<file path="src/rtl/core/adf_pkg.sv">
package adf_pkg;

  localparam int HDR_BYTES = 7;
  localparam int LEN_W     = 13;
  localparam int CNT_W     = 3;

  // Header bit patterns
  localparam logic [7:0] SYNC_HI   = 8'hFF;
  localparam logic [3:0] SYNC_LO   = 4'hF;
  localparam logic [12:0] LEN_MIN  = 13'd7;
  localparam logic [12:0] LEN_RST  = 13'd8191;
  localparam logic [CNT_W-1:0] LAST_HDR_IDX = 3'd6;

  // Command queue
  localparam int Q_DEPTH = 8;
  localparam int Q_AW    = 3;

  // Command opcodes
  localparam logic [1:0] OP_FRAME_HDR = 2'd0;
  localparam logic [1:0] OP_PAYLOAD   = 2'd1;
  localparam logic [1:0] OP_ERR_SYNC  = 2'd2;
  localparam logic [1:0] OP_ERR_LEN   = 2'd3;

  // Result kinds
  localparam logic [1:0] KIND_BYTE     = 2'd0;
  localparam logic [1:0] KIND_BAD_SYNC = 2'd1;
  localparam logic [1:0] KIND_BAD_LEN  = 2'd2;

  typedef struct packed {
    logic        mpeg_id;
    logic        no_crc;
    logic [1:0]  profile;
    logic [3:0]  rate_index;
    logic [2:0]  channel_config;
    logic [12:0] frame_length;
    logic [10:0] buffer_fullness;
    logic [1:0]  raw_block_count;
  } fields_t;

  // One queue entry; for payload words the byte sits in hdr[0]
  typedef struct packed {
    logic [1:0]                 op;
    logic [HDR_BYTES-1:0][7:0]  hdr;
    logic                       last;
    fields_t                    fields;
  } cmd_t;

endpackage

</file>
<file path="src/rtl/core/adf_front.sv">
module adf_front (
  input  logic            clk,
  input  logic            rst_n,
  input  logic            byte_valid,
  input  logic [7:0]      byte_data,
  input  logic            cfg_we,
  input  logic [12:0]     cfg_max_len,
  output logic            push,
  output adf_pkg::cmd_t   push_cmd
);
  import adf_pkg::*;

  logic [7:0]       hdr_store_r [0:HDR_BYTES-2];
  logic [CNT_W-1:0] hdr_count_r, hdr_count_nxt;
  logic             in_payload_r, in_payload_nxt;
  logic [LEN_W-1:0] bytes_left_r, bytes_left_nxt;
  fields_t          held_r, held_nxt;
  logic [LEN_W-1:0] max_len_r;

  logic [HDR_BYTES-1:0][7:0] hdr_cur;
  fields_t dec;
  logic    sync_ok, len_ok, last_pay;

  always_comb begin
    for (int i = 0; i < HDR_BYTES - 1; i++) begin
      hdr_cur[i] = hdr_store_r[i];
    end
    hdr_cur[HDR_BYTES-1] = byte_data;
  end

  always_comb begin
    dec.mpeg_id           = hdr_cur[1][3];
    dec.no_crc            = hdr_cur[1][0];
    dec.profile           = hdr_cur[2][7:6];
    dec.rate_index        = hdr_cur[2][5:2];
    dec.channel_config    = {hdr_cur[2][0], hdr_cur[3][7:6]};
    dec.frame_length      = {hdr_cur[3][1:0], hdr_cur[4], hdr_cur[5][7:5]};
    dec.buffer_fullness   = {hdr_cur[5][4:0], hdr_cur[6][7:2]};
    dec.raw_block_count   = hdr_cur[6][1:0];
  end

  assign sync_ok  = (hdr_cur[0] == SYNC_HI) && (hdr_cur[1][7:4] == SYNC_LO);
  assign len_ok   = (dec.frame_length <= max_len_r) && (dec.frame_length >= LEN_MIN);
  assign last_pay = (bytes_left_r <= 13'd1);

  always_comb begin
    hdr_count_nxt  = hdr_count_r;
    in_payload_nxt = in_payload_r;
    bytes_left_nxt = bytes_left_r;
    held_nxt       = held_r;
    push           = 1'b0;
    push_cmd       = '0;
    if (byte_valid) begin
      if (in_payload_r) begin
        push            = 1'b1;
        push_cmd.op     = OP_PAYLOAD;
        push_cmd.hdr[0] = byte_data;
        push_cmd.last   = last_pay;
        push_cmd.fields = held_r;
        if (last_pay) begin
          in_payload_nxt = 1'b0;
          bytes_left_nxt = '0;
          hdr_count_nxt  = '0;
        end else begin
          bytes_left_nxt = bytes_left_r - 13'd1;
        end
      end else if (hdr_count_r != LAST_HDR_IDX) begin
        hdr_count_nxt = hdr_count_r + 3'd1;
      end else begin
        hdr_count_nxt = '0;
        push          = 1'b1;
        if (!sync_ok) begin
          push_cmd.op = OP_ERR_SYNC;
        end else if (!len_ok) begin
          push_cmd.op = OP_ERR_LEN;
          held_nxt    = '0;
        end else begin
          push_cmd.op     = OP_FRAME_HDR;
          push_cmd.hdr    = hdr_cur;
          push_cmd.last   = (dec.frame_length == LEN_MIN);
          push_cmd.fields = dec;
          held_nxt        = dec;
          if (dec.frame_length != LEN_MIN) begin
            in_payload_nxt = 1'b1;
            bytes_left_nxt = dec.frame_length - LEN_MIN;
          end
        end
      end
    end
  end

  always_ff @(posedge clk) begin
    if (!rst_n) begin
      hdr_count_r  <= '0;
      in_payload_r <= 1'b0;
      bytes_left_r <= '0;
      held_r       <= '0;
      max_len_r    <= LEN_RST;
    end else begin
      hdr_count_r  <= hdr_count_nxt;
      in_payload_r <= in_payload_nxt;
      bytes_left_r <= bytes_left_nxt;
      held_r       <= held_nxt;
      if (cfg_we) begin
        max_len_r <= cfg_max_len;
      end
    end
  end

  // header bytes 0..5; byte 6 is used straight from the input
  always_ff @(posedge clk) begin
    if (byte_valid && !in_payload_r && hdr_count_r != LAST_HDR_IDX) begin
      hdr_store_r[hdr_count_r] <= byte_data;
    end
  end

endmodule

</file>
<file path="src/rtl/core/adf_queue.sv">
module adf_queue (
  input  logic           clk,
  input  logic           rst_n,
  input  logic           push,
  input  adf_pkg::cmd_t  push_cmd,
  output logic           full,
  input  logic           pop,
  output logic           head_valid,
  output adf_pkg::cmd_t  head_cmd
);
  import adf_pkg::*;

  cmd_t            mem_r [0:Q_DEPTH-1];
  logic [Q_AW-1:0] wr_ptr_r, rd_ptr_r;
  logic [Q_AW:0]   count_r;

  assign full       = (count_r == (Q_AW+1)'(Q_DEPTH));
  assign head_valid = (count_r != '0);
  assign head_cmd   = mem_r[rd_ptr_r];

  always_ff @(posedge clk) begin
    if (!rst_n) begin
      wr_ptr_r <= '0;
      rd_ptr_r <= '0;
      count_r  <= '0;
    end else begin
      if (push) begin
        wr_ptr_r <= wr_ptr_r + Q_AW'(1);
      end
      if (pop) begin
        rd_ptr_r <= rd_ptr_r + Q_AW'(1);
      end
      if (push && !pop) begin
        count_r <= count_r + (Q_AW+1)'(1);
      end else if (pop && !push) begin
        count_r <= count_r - (Q_AW+1)'(1);
      end
    end
  end

  always_ff @(posedge clk) begin
    if (push) begin
      mem_r[wr_ptr_r] <= push_cmd;
    end
  end

endmodule

</file>
<file path="src/rtl/core/adf_back.sv">
module adf_back (
  input  logic           clk,
  input  logic           rst_n,
  input  logic           head_valid,
  input  adf_pkg::cmd_t  head_cmd,
  output logic           pop,
  output logic           res_valid,
  input  logic           res_ready,
  output logic [1:0]     res_kind,
  output logic [7:0]     res_byte,
  output logic           res_first,
  output logic           res_last,
  output adf_pkg::fields_t res_fields
);
  import adf_pkg::*;

  logic [CNT_W-1:0] k_r;
  logic             ld, done;
  logic             valid_r;
  logic [1:0]       kind_r, kind_nxt;
  logic [7:0]       byte_r, byte_nxt;
  logic             first_r, first_nxt, last_r, last_nxt;
  fields_t          fields_r, fields_nxt;

  assign ld  = head_valid && (!valid_r || res_ready);
  assign pop = ld && done;

  always_comb begin
    done       = 1'b1;
    kind_nxt   = KIND_BYTE;
    byte_nxt   = '0;
    first_nxt  = 1'b0;
    last_nxt   = 1'b0;
    fields_nxt = '0;
    unique case (head_cmd.op)
      OP_FRAME_HDR: begin
        done       = (k_r == LAST_HDR_IDX);
        byte_nxt   = head_cmd.hdr[k_r];
        first_nxt  = (k_r == '0);
        last_nxt   = head_cmd.last && (k_r == LAST_HDR_IDX);
        fields_nxt = head_cmd.fields;
      end
      OP_PAYLOAD: begin
        byte_nxt   = head_cmd.hdr[0];
        last_nxt   = head_cmd.last;
        fields_nxt = head_cmd.fields;
      end
      OP_ERR_SYNC: kind_nxt = KIND_BAD_SYNC;
      OP_ERR_LEN:  kind_nxt = KIND_BAD_LEN;
      default:     kind_nxt = KIND_BYTE;
    endcase
  end

  always_ff @(posedge clk) begin
    if (!rst_n) begin
      k_r     <= '0;
      valid_r <= 1'b0;
    end else begin
      if (ld) begin
        k_r     <= done ? '0 : k_r + 3'd1;
        valid_r <= 1'b1;
      end else if (res_ready) begin
        valid_r <= 1'b0;
      end
    end
  end

  always_ff @(posedge clk) begin
    if (ld) begin
      kind_r   <= kind_nxt;
      byte_r   <= byte_nxt;
      first_r  <= first_nxt;
      last_r   <= last_nxt;
      fields_r <= fields_nxt;
    end
  end

  assign res_valid  = valid_r;
  assign res_kind   = kind_r;
  assign res_byte   = byte_r;
  assign res_first  = first_r;
  assign res_last   = last_r;
  assign res_fields = fields_r;

endmodule

</file>
<file path="src/rtl/core/adts_frame_deframer.sv">
// ADTS deframer: takes raw stream bytes one per word and sends out whole frames. Seven
// header bytes are gathered; the 0xFFF sync and a frame length in [7, max_frame_length]
// are checked. A good header is sent as seven words carrying the decoded header fields,
// the payload follows one word per byte, and tlast marks the frame's final byte. A bad
// header gives one error word (kind in tuser, everything else zero) and is dropped.
// Throughput is one byte per cycle in, one word per cycle out while out_tready is high; the
// input side stalls only when the eight-entry command queue between the header parser
// and the output sequencer is full. That depth absorbs the seven-word header burst, so
// with out_tready held high the input never stalls. Words pass through the command queue
// and the output register before they show on out_*; header and error words are queued
// as the seventh header byte is accepted. The user must write max_frame_length via
// cfg_data only while the block is idle (not enforced). cfg_ready is always high.
module adts_frame_deframer (
  input  logic        clk,
  input  logic        rst_n,
  input  logic        in_tvalid,
  output logic        in_tready,
  input  logic [7:0]  in_tdata,   // [7:0] data_byte
  output logic        out_tvalid,
  input  logic        out_tready,
  output logic [47:0] out_tdata,  // out_byte, mpeg_id, no_crc, profile,
                                  // rate_index, channel_config, frame_length,
                                  // buffer_fullness, raw_block_count, zero pad
  output logic [2:0]  out_tuser,  // [1:0] kind, [2] first_of_frame
  output logic        out_tlast,  // last_of_frame
  input  logic        cfg_valid,
  output logic        cfg_ready,
  input  logic [12:0] cfg_data    // max_frame_length
);
  import adf_pkg::*;

  logic    q_full, push, pop, head_valid;
  cmd_t    push_cmd, head_cmd;
  logic    byte_valid;
  logic [1:0] res_kind;
  logic [7:0] res_byte;
  logic    res_first;
  fields_t res_fields;

  assign in_tready  = !q_full;
  assign byte_valid = in_tvalid && in_tready;
  assign cfg_ready  = 1'b1;

  adf_front u_front (
    .clk         (clk),
    .rst_n       (rst_n),
    .byte_valid  (byte_valid),
    .byte_data   (in_tdata),
    .cfg_we      (cfg_valid),
    .cfg_max_len (cfg_data),
    .push        (push),
    .push_cmd    (push_cmd)
  );

  adf_queue u_queue (
    .clk        (clk),
    .rst_n      (rst_n),
    .push       (push),
    .push_cmd   (push_cmd),
    .full       (q_full),
    .pop        (pop),
    .head_valid (head_valid),
    .head_cmd   (head_cmd)
  );

  adf_back u_back (
    .clk        (clk),
    .rst_n      (rst_n),
    .head_valid (head_valid),
    .head_cmd   (head_cmd),
    .pop        (pop),
    .res_valid  (out_tvalid),
    .res_ready  (out_tready),
    .res_kind   (res_kind),
    .res_byte   (res_byte),
    .res_first  (res_first),
    .res_last   (out_tlast),
    .res_fields (res_fields)
  );

  // pack from the lowest bit up
  assign out_tdata = {3'b000,
                      res_fields.raw_block_count,
                      res_fields.buffer_fullness,
                      res_fields.frame_length,
                      res_fields.channel_config,
                      res_fields.rate_index,
                      res_fields.profile,
                      res_fields.no_crc,
                      res_fields.mpeg_id,
                      res_byte};
  assign out_tuser = {res_first, res_kind};

endmodule
</file>
<file path="config.mk">
export PLATFORM = sky130hd
export DESIGN_NAME = adts_frame_deframer
export DESIGN_NICKNAME = d
export VERILOG_FILES = /design/src/rtl/core/adf_pkg.sv /design/src/rtl/core/adf_front.sv /design/src/rtl/core/adf_queue.sv /design/src/rtl/core/adf_back.sv /design/src/rtl/core/adts_frame_deframer.sv
export SDC_FILE = /design/constraint.sdc
export NUM_CORES = 1
export LEC_CHECK = 0
export BUFFER_PORTS_ARGS = -buffer_cell sky130_fd_sc_hd__clkbuf_2
export CAP_MARGIN = 0
export CORE_ASPECT_RATIO = 0.6
export CORE_UTILIZATION = 45
export CTS_CLUSTER_SIZE = 12
export DETAILED_ROUTE_END_ITERATION = 12
export PLACE_DENSITY = 0.72
export SYNTH_ARGS = -nofsm -noshare
export SYNTH_HDL_FRONTEND = slang
export SYNTH_SLANG_ARGS = --single-unit
</file>
<file path="constraint.sdc">
create_clock -name clk -period 13.83 [get_ports clk]
set_input_delay 0.6915 -clock clk [delete_from_list [all_inputs] [get_ports clk]]
set_output_delay 0.6915 -clock clk [all_outputs]
set_load 0.1 [all_outputs]
</file>
; ---- After elaboration in Yosys (flattened, before gate mapping)
; Memories as Yosys holds them, arrays and structs flattened. A register that Yosys moved wholly into a read port is not among the register bits.
; Cells that the tools add are included.
[op_classes]
reduce_logical = 28
multipliers = 0
n_eq_ne = 12
n_shift = 0
bitwise_logic = 2
n_mux = 45
n_div = 0
addsub = 8
magnitude_cmp = 4
[ops]
columns = operator, n
row1 = $mux 96, 2
row2 = $mux 94, 2
row3 = $mux 13, 6
row4 = $mux 48, 1
row5 = $mux 46, 1
row6 = $mux 37, 1
row7 = $bmux 8 s3, 1
row8 = $mux 3, 6
row9 = $mux 1, 16
row10 = $pmux 8 s2, 1
row11 = $eq 13x3->1 const B, 1
row12 = $ge 13x3->1 const B, 1
row13 = $le 13x1->1 const B, 1
row14 = $le 13x13->1, 1
row15 = $ne 13x3->1 const B, 1
row16 = $sub 13x1->13 const B, 1
row17 = $sub 13x3->13 const B, 1
row18 = $add 3x1->3 const B, 4
row19 = $logic_and 1x1->1, 10
row20 = $reduce_bool 2->1, 5
row21 = $eq 4x4->1 const B, 2
row22 = $eq 8x8->1 const B, 1
row23 = $mux 4, 2
row24 = $mux 8, 1
row25 = 22 further kinds, 30
[word_totals]
regBits = 130
rom_bits = 0
in_bits = 26
n_memories = 2
out_inout_bits = 55
ram_bits = 816
word_cells = 130
latchBits = 0
[memory_table]
columns = memory, depth, word_bits, read_ports, rd_clocked_by_memory_dff, write_ports, line_no
row1 = u_queue.mem_r, 8, 96, 1, 1, 1, adf_queue.sv:13  ; cmd_t mem_r [0:Q_DEPTH-1];
row2 = u_front.hdr_store_r, 6, 8, 6, 0, 1, adf_front.sv:13  ; logic [7:0] hdr_store_r [0:HDR_BYTES-2];

; ---- Longest topological paths before layout
; Gate-level depths: netlist of the first run.
[logic_depth]
ltp_word = 8
depth_mapped = 14
mapped_depth_nobuf = 13

; ---- By module
; Synthesis of the first run repeated with hierarchy kept, for this count alone.
[unflattened]
cells_unflattened = 1917
area_unflattened_um2 = 37891.3
[modules_own_cells]
columns = module, n_inst, area_each_um2, seq_area_each_um2, cells_per_inst
row1 = adf_queue, 1, 29467.0, 23322.4, 1179
row2 = adf_front, 1, 5706.7, 2782.7, 535
row3 = adf_back, 1, 2662.6, 1551.5, 194
row4 = adts_frame_deframer, 1, 55.1, 0.0, 9

; ---- Least setup slack after synthesis of the first run
; OpenSTA, ideal clock, no wires.
[synth_path]
path_kind = reg2reg
start = reg u_queue.count_r[0]
end = mem u_queue.mem_r[2][0] (netlist bit), enable pin
slack_ps = 1503
setup_ps = 820
path_stages_with_launch = 5
period_less_slack_ps = 12327
required_ps = 13010
arrival_ps = 11508
cell_sequence = dfxtp_1 > or4b_1 > and2_1 > o21ai_0 > nor4b_1
[synth_between]
elab_chain_cells = 6
[synth_lines]
columns = element, line_no
row1 = "start, declared", adf_queue.sv:15  ; logic [Q_AW:0] count_r;
row2 = "start signal, assigned", adf_queue.sv:34  ; count_r <= count_r + (Q_AW+1)'(1);
row3 = "start signal, assigned", adf_queue.sv:36  ; count_r <= count_r - (Q_AW+1)'(1);
row4 = $eq 4x4->1, adf_queue.sv:17  ; assign full = (count_r == (Q_AW+1)'(Q_DEPTH));
row5 = $logic_not 1->1, adts_frame_deframer.sv:40  ; assign in_tready = !q_full;
row6 = via in_tready, adts_frame_deframer.sv:17  ; output logic in_tready,
row7 = $logic_and 1x1->1, adts_frame_deframer.sv:41  ; assign byte_valid = in_tvalid && in_tready;
row8 = $mux 1, adf_front.sv:53  ; if (byte_valid) begin
row9 = $mux 1, adf_queue.sv:42  ; if (push) begin
row10 = $mux 1 (implied by the code), adf_queue.sv:43  ; mem_r[wr_ptr_r] <= push_cmd;
row11 = "end, declared", adf_queue.sv:13
; The timed path passes the listed nets, and every way through them passes these cells.

==> results.md, run 1 <==
* Maximum operating frequency at 186.0 MHz
* Routed wire per std cell at 27.64 um
* Warnings from Yosys at 0
* Hold Fails Final Rpt at 0
* Post-synth ARST share at 0%
* DRC at 0
* Die area at 83850 um2
* Slew headroom at 25.62%
* Met1 usage at 31.99%
* Pleak at 13.86 nW
* Synth Flop Type: edfxtp_1
* Worst-path clk slew at 0.06 ns
* Synthesized flop and latch total at 949
* HPWL Detailed at 52480 um
* Initial antenna violation count at 5
* DRT Pass-1 Iters at 5
* Clock Sinks at 949
* Fin. max-slew vios at 0
* Worst skew pair latency at 0.65 ns
* Status: finished, final reports clean
* Met3 GRT Util at 6.354%
* Leading cell types in the layout, fill and taps excluded: edfxtp_1 (865), mux4_2 (169), mux2i_1 (110), clkbuf_16 (92), dfxtp_1 (81)
* Worst Path Required at 14.39 ns
* Busiest metal layer after global routing: met1
* Buffer count from post-CTS setup fixing at 0
* Share of cells above drive strength 1 at 19.45%
* Hold WS at 0.2688 ns
* Deepest clock path buffer count at 3
* Arr. time, crit path at 5.93 ns
* TritonCTS buffer count at 90
* Critical path endpoint category: flip-flop
* Met2 GRT Util at 30.89%
* CTS tree: done
* GR Overflow Total at 0
* Hold_buf cts at 0
* FILL cells at 6390
* # resized after CTS at 0
* Routed Antenna Nets at 0
* Total wire length at 89260 um
* Port Buffer Count at 76
* Final Cycle Share at 38.88%
* Hold Crit Class: in -> reg
* Layout Skew at 0.02276 ns
* First-pass GRT wire length at 131500 um
* GPL Wtd Cong at 0.8490
* Post-synthesis sequential area ratio at 74.35%
* Max IR drop VDD at 0.1367 mV
* Period minus WS final at 5.377 ns
* Setup TNS at 0 ns
* PwrDens at 176.2 nW/um2
* EDFF count, synth at 865
* Count of cell types in the netlist at 68
* GRT Util Overall at 21.39%
* Initial DRC Count at 2729
* Worst-path fanout max at 49
* Synth area leader: edfxtp_1
* Worst-margin pin slew at 1.112 ns
* Mapped Cells at 1988
* Most common cell after layout, fill and taps aside: edfxtp_1
* Die width at 373.2 um
* Largest net degree at the start of global routing at 97
* Via density at 6.129
* Syn Std Cell Area at 37200 um2
* Synth top area share at 69.83%
* Area delta synth->final at 11.46%
* Final core utilization at 50.75%
* Crit start category: flip-flop
* Row cnt at 81
* Final setup fails at 0
* DR vias at 19.79k
* Core area at 81690 um2
* Nets at 2140
* Mean post-synth cell area at 18.71 um2
* RSZ-0062 raised after global routing: false
* Top post-synthesis cells by area: edfxtp_1 (70%), mux4_2 (10%), dfxtp_1 (4.5%), mux2i_1 (3.0%), a22o_1 (1.7%)
* Clock Tree Root: clkbuf_16
* H-tree Lvls at 3
* IO Count at 81
* Number of max-cap violations at 0
* Initial Util at 45.54%
* Worst setup path category: reg -> reg
* Vert. Die Dim at 224.7 um
* Vias in the first global route at 19.97k
[path summary, 6_finish.rpt]
path	startpoint	endpoint	slack, ns	cells past startpoint
max reg2reg	flip-flop	u_queue.count_r[3]$_SDFFE_PN0P_	8.45	13
min	cfg_data[0]	u_front.max_len_r[0]$_SDFFE_PN1P_	0.27	3
max	flip-flop	u_queue.count_r[3]$_SDFFE_PN0P_	8.45	13
min reg2reg	u_front.held_r[26]$_SDFFE_PN0P_	u_front.held_r[26]$_SDFFE_PN0P_	0.48	1
[layer usage]
layer,wire length [um],vias to the layer above
met5,9,-
met4,1554,2
met3,9856,121
met2,38780,1035
met1,39050,10400
li1,-,8234
[metrics by stage]
| stage | instance area (um2) | power [mW] | setup slack (ns) | instances |
|---|---|---|---|---|
| after floorplan | 37200 | 4.712 | 1.503 | 1990 |
| after global placement | 38860 | 5.092 | 8.388 | 3076 |
| after detailed placement | 38860 | 5.108 | 8.381 | 3076 |
| after CTS | 41450 | 7.344 | 8.363 | 3228 |
| after global routing | 41450 | 7.550 | 8.092 | 3228 |
| final | 41460 | 7.304 | 8.453 | 3229 |
[area by class of cell]
cell class | count | area (um2) | share of cell area, %
diodes | 1 | 2.502 | 0.006036
clock buffers | 143 | 2504 | 6.039
clock inverters | 9 | 90.09 | 0.2173
inverters | 28 | 105.1 | 0.2535
multi-input cells | 902 | 9030 | 21.78
flip-flops and latches | 949 | 27670 | 66.74
well taps | 1079 | 1350 | 3.256
repair buffers | 118 | 708.2 | 1.708
[kinds of logic (layout without fill, tap and decap cells)]
group	Yosys count	in the layout	share of synthesized area, %
simple gates	310	310	4.279
compound gates	253	253	4.938
flops	949	949	74.35
buf+inv	139	298	1.611
mux	281	281	13.25
xor+xnor	29	29	0.6828
other cells	2	5	0.02019
fa+ha+maj	25	25	0.8611
[state kept, by name, summed over array words and instances, names as in the netlist, 2 cells and up, named ones only]
signal	count
u_queue.mem_r	768
u_front.hdr_store_r	48
u_back.res_fields	37
u_front.held_r	37
u_front.bytes_left_r	13
u_front.max_len_r	13
u_back.res_byte	8
u_queue.count_r	4
u_back.k_r	3
u_front.hdr_count_r	3
u_queue.rd_ptr_r	3
u_queue.wr_ptr_r	3
u_back.res_kind	2
[critical path, cell delays in order, from the launching register on]
cell and delay (ns):
dfxtp_4 0.86, buf_4 0.84, mux4_2 0.61, mux2_2 0.28
buf_4 0.31, o31ai_2 0.68, ha_1 0.33, inv_1 0.11
ha_1 0.29, a21o_1 0.18, a21oi_1 0.18, xnor2_1 0.09
or3_1 0.30, a21oi_1 0.15
[report_power, final]
part | switching [mW] | internal [mW] | total [mW]
clock network | 1.02 | 1.24 | 2.26
logic | 1.19 | 0.532 | 1.72
registers | 0.0988 | 3.23 | 3.33
total | 2.31 | 5.00 | 7.30
[synthesized netlist by cell type, types with 17 or more instances]
cell type  number
and2_1         50
dfxtp_1        84
ha_1           24
nor2_1         80
edfxtp_1      865
a21oi_1        28
o21ai_0        30
clkbuf_1       51
a22o_1         71
mux4_2        169
nand2_1        66
o22ai_1        29
buf_1          18
inv_1          26
nand3_1        21
mux2i_1       110
xnor2_1        17
buf_2          35
a22oi_1        30
(Power assumes the default switching activity.)
==> inputs of run 2 (changes only) <==
==> constraint.sdc (replaced) <==
create_clock -name clk -period 5.2 [get_ports clk]
set_input_delay 0.26 -clock clk [delete_from_list [all_inputs] [get_ports clk]]
set_output_delay 0.26 -clock clk [all_outputs]
set_load 0.1 [all_outputs]
==> results.md, run 2 (synthesis results as in run 1) <==
* Status: finished, final reports clean
* Initial DRC Count at 2280
* Slowest CP cell: dfxtp_4
* Port Buffer Count at 76
* Critical path endpoint category: flip-flop
* IO Count at 81
* H-tree Lvls at 3
* Vert. Die Dim at 224.7 um
* Fin. max-slew vios at 0
* Routed wire per std cell at 26.97 um
* Via density at 6.002
* Pleak at 12.87 nW
* Clock Tree Root: clkbuf_16
* FILL cells at 6370
* Cell Chain, Critical Path: mux4_2 > mux2_2 > o31ai_2 > buf_4 > ha_1 > inv_1 > ha_1 > a21o_1 > a21oi_1 > xnor2_1 > or3_1 > a21oi_1
* Core area at 81690 um2
* R2R setup slack at 1.23 ns
* Area delta synth->final at 12.65%
* Hold path cells at 3
* Row cnt at 81
* Deepest clock path buffer count at 3
* Period minus WS final at 3.966 ns
* CTS tree: done
* Clock Sinks at 949
* First-pass GRT wire length at 129700 um
* Max IR drop VDD at 0.4944 mV
* DRC at 0
* Worst Path Required at 5.78 ns
* Initial antenna violation count at 0
* TritonCTS buffer count at 89
* Arr. time, crit path at 4.54 ns
* Crit start category: flip-flop
* Worst-path clk slew at 0.06 ns
* Buffer count from post-CTS setup fixing at 0
* Total wire length at 88030 um
* Worst-margin pin slew at 1.309 ns
* Initial Util at 45.54%
* Hold_buf cts at 14
* Pre-CTS setup slack at 1.310 ns
* HPWL Detailed at 51640 um
* Gate family responsible for the most delay along the worst path: multiplexers
* Die width at 373.2 um
* Worst-path fanout max at 33
* Final Cycle Share at 76.28%
* Share of cells above drive strength 1 at 19.32%
* Hold endpoint: u_front.max_len_r[7]$_SDFFE_PN1P_
* Maximum operating frequency at 252.1 MHz
* Worst skew pair latency at 0.67 ns
* RSZ-0062 raised after global routing: false
* Largest register FFs at 768
* DR vias at 19.59k
* Nets at 2159
* Largest net degree at the start of global routing at 131
* PwrDens at 462.7 nW/um2
* Hold Startpoint: cfg_valid
* Routed Antenna Nets at 0
* Biggest register: u_queue.mem_r
* Number of max-cap violations at 0
* GR Overflow Total at 0
* Leading cell types in the layout, fill and taps excluded: edfxtp_1 (865), mux4_2 (169), mux2i_1 (110), clkbuf_16 (90), dfxtp_1 (81)
* Hold Crit Class: in -> reg
* Most common cell after layout, fill and taps aside: edfxtp_1
* Biggest regs: u_queue.mem_r x768, u_front.hdr_store_r x48
* Final setup fails at 0
* # resized after CTS at 0
* RR Endpoint: u_queue.count_r[3]$_SDFFE_PN0P_
* Hold Fails Final Rpt at 0
* Worst r2r path cells at 12
* Layout Skew at 0.01957 ns
* Vias in the first global route at 20.00k
* Die area at 83850 um2
* GPL Wtd Cong at 0.8363
* Worst path bufs/invs at 2
* DRT Pass-1 Iters at 6
* Slowest cell delay on critical path at 0.79 ns
* Slew headroom at 12.31%
* GRT Util Overall at 21.10%
* Setup ws final at 1.234 ns
* Setup TNS at 0 ns
* Worst setup path category: reg -> reg
run 2: cell types whose count changed in the layout (fill, tap and decap cells not counted), sizes merged:
cell         previous run  this run
clkbuf                219       237
dlygate4sd3             0        14
buf                    42        48
clkinv                  7         4
clkinvlp                1         0
inv                    29        30
run 2: per-stage QoR:
stage	instances	util, %	area (um2)	power, mW	hold slack [ns]
finish	3264	51.30	41900	19.39	0.1736
detailed placement	3082	47.94	39160	13.52	0.4663
CTS	3263	51.29	41900	19.51	0.1033
global placement	3082	47.94	39160	13.49	0.4623
floorplan	1990	-	37300	12.43	0.3589
global route	3263	51.29	41900	20.05	0.1353
run 2: layout make-up:
type | instances | area (um2) | share of cell area, %
clock inverters | 6 | 75.07 | 0.1792
well taps | 1079 | 1350 | 3.222
repair buffers | 138 | 1094 | 2.610
clock buffers | 161 | 2529 | 6.035
flip-flops and latches | 949 | 27670 | 66.03
inverters | 28 | 105.1 | 0.2508
diodes | 1 | 2.502 | 0.005972
multi-input cells | 902 | 9080 | 21.67
run 2: worst max path at each step:
stage / from / endpoint / slack [ns] / cells past startpoint
floorplan: u_queue.count_r[0]$_SDFFE_PN0P_ / u_queue.mem_r[2][0]$_DFFE_PP_ / 0.16 / 4
global placement: flip-flop / u_queue.count_r[3]$_SDFFE_PN0P_ / 1.30 / 12
detailed placement: flip-flop / u_queue.count_r[3]$_SDFFE_PN0P_ / 1.31 / 12
CTS: flip-flop / u_queue.count_r[3]$_SDFFE_PN0P_ / 1.27 / 12
global route: flip-flop / u_queue.count_r[3]$_SDFFE_PN0P_ / 1.06 / 12
finish: flip-flop / u_queue.count_r[3]$_SDFFE_PN0P_ / 1.23 / 12
run 2: tightest hold or removal path, delay by kind of cell:
kind / cells / cell delay, ns
AOI/OAI and AO/OA: 1 / 0.07
buffers and inverters: 1 / 0.30
and+or+nand+nor: 1 / 0.14
run 2: report_power, final:
group | leakage [nW] | switching, mW | internal [mW]
clock network | 1.23 | 2.74 | 3.28
registers | 8.03 | 0.221 | 8.61
logic | 3.60 | 3.19 | 1.35
run 2: per-layer routing:
layer	track usage, %	up-vias	wire length [um]
met2	30.56	1063	38300
met3	6.714	153	9920
li1	-	8294	-
met4	5.132	0	1812
met1	30.98	10080	37990
met5	0	-	0
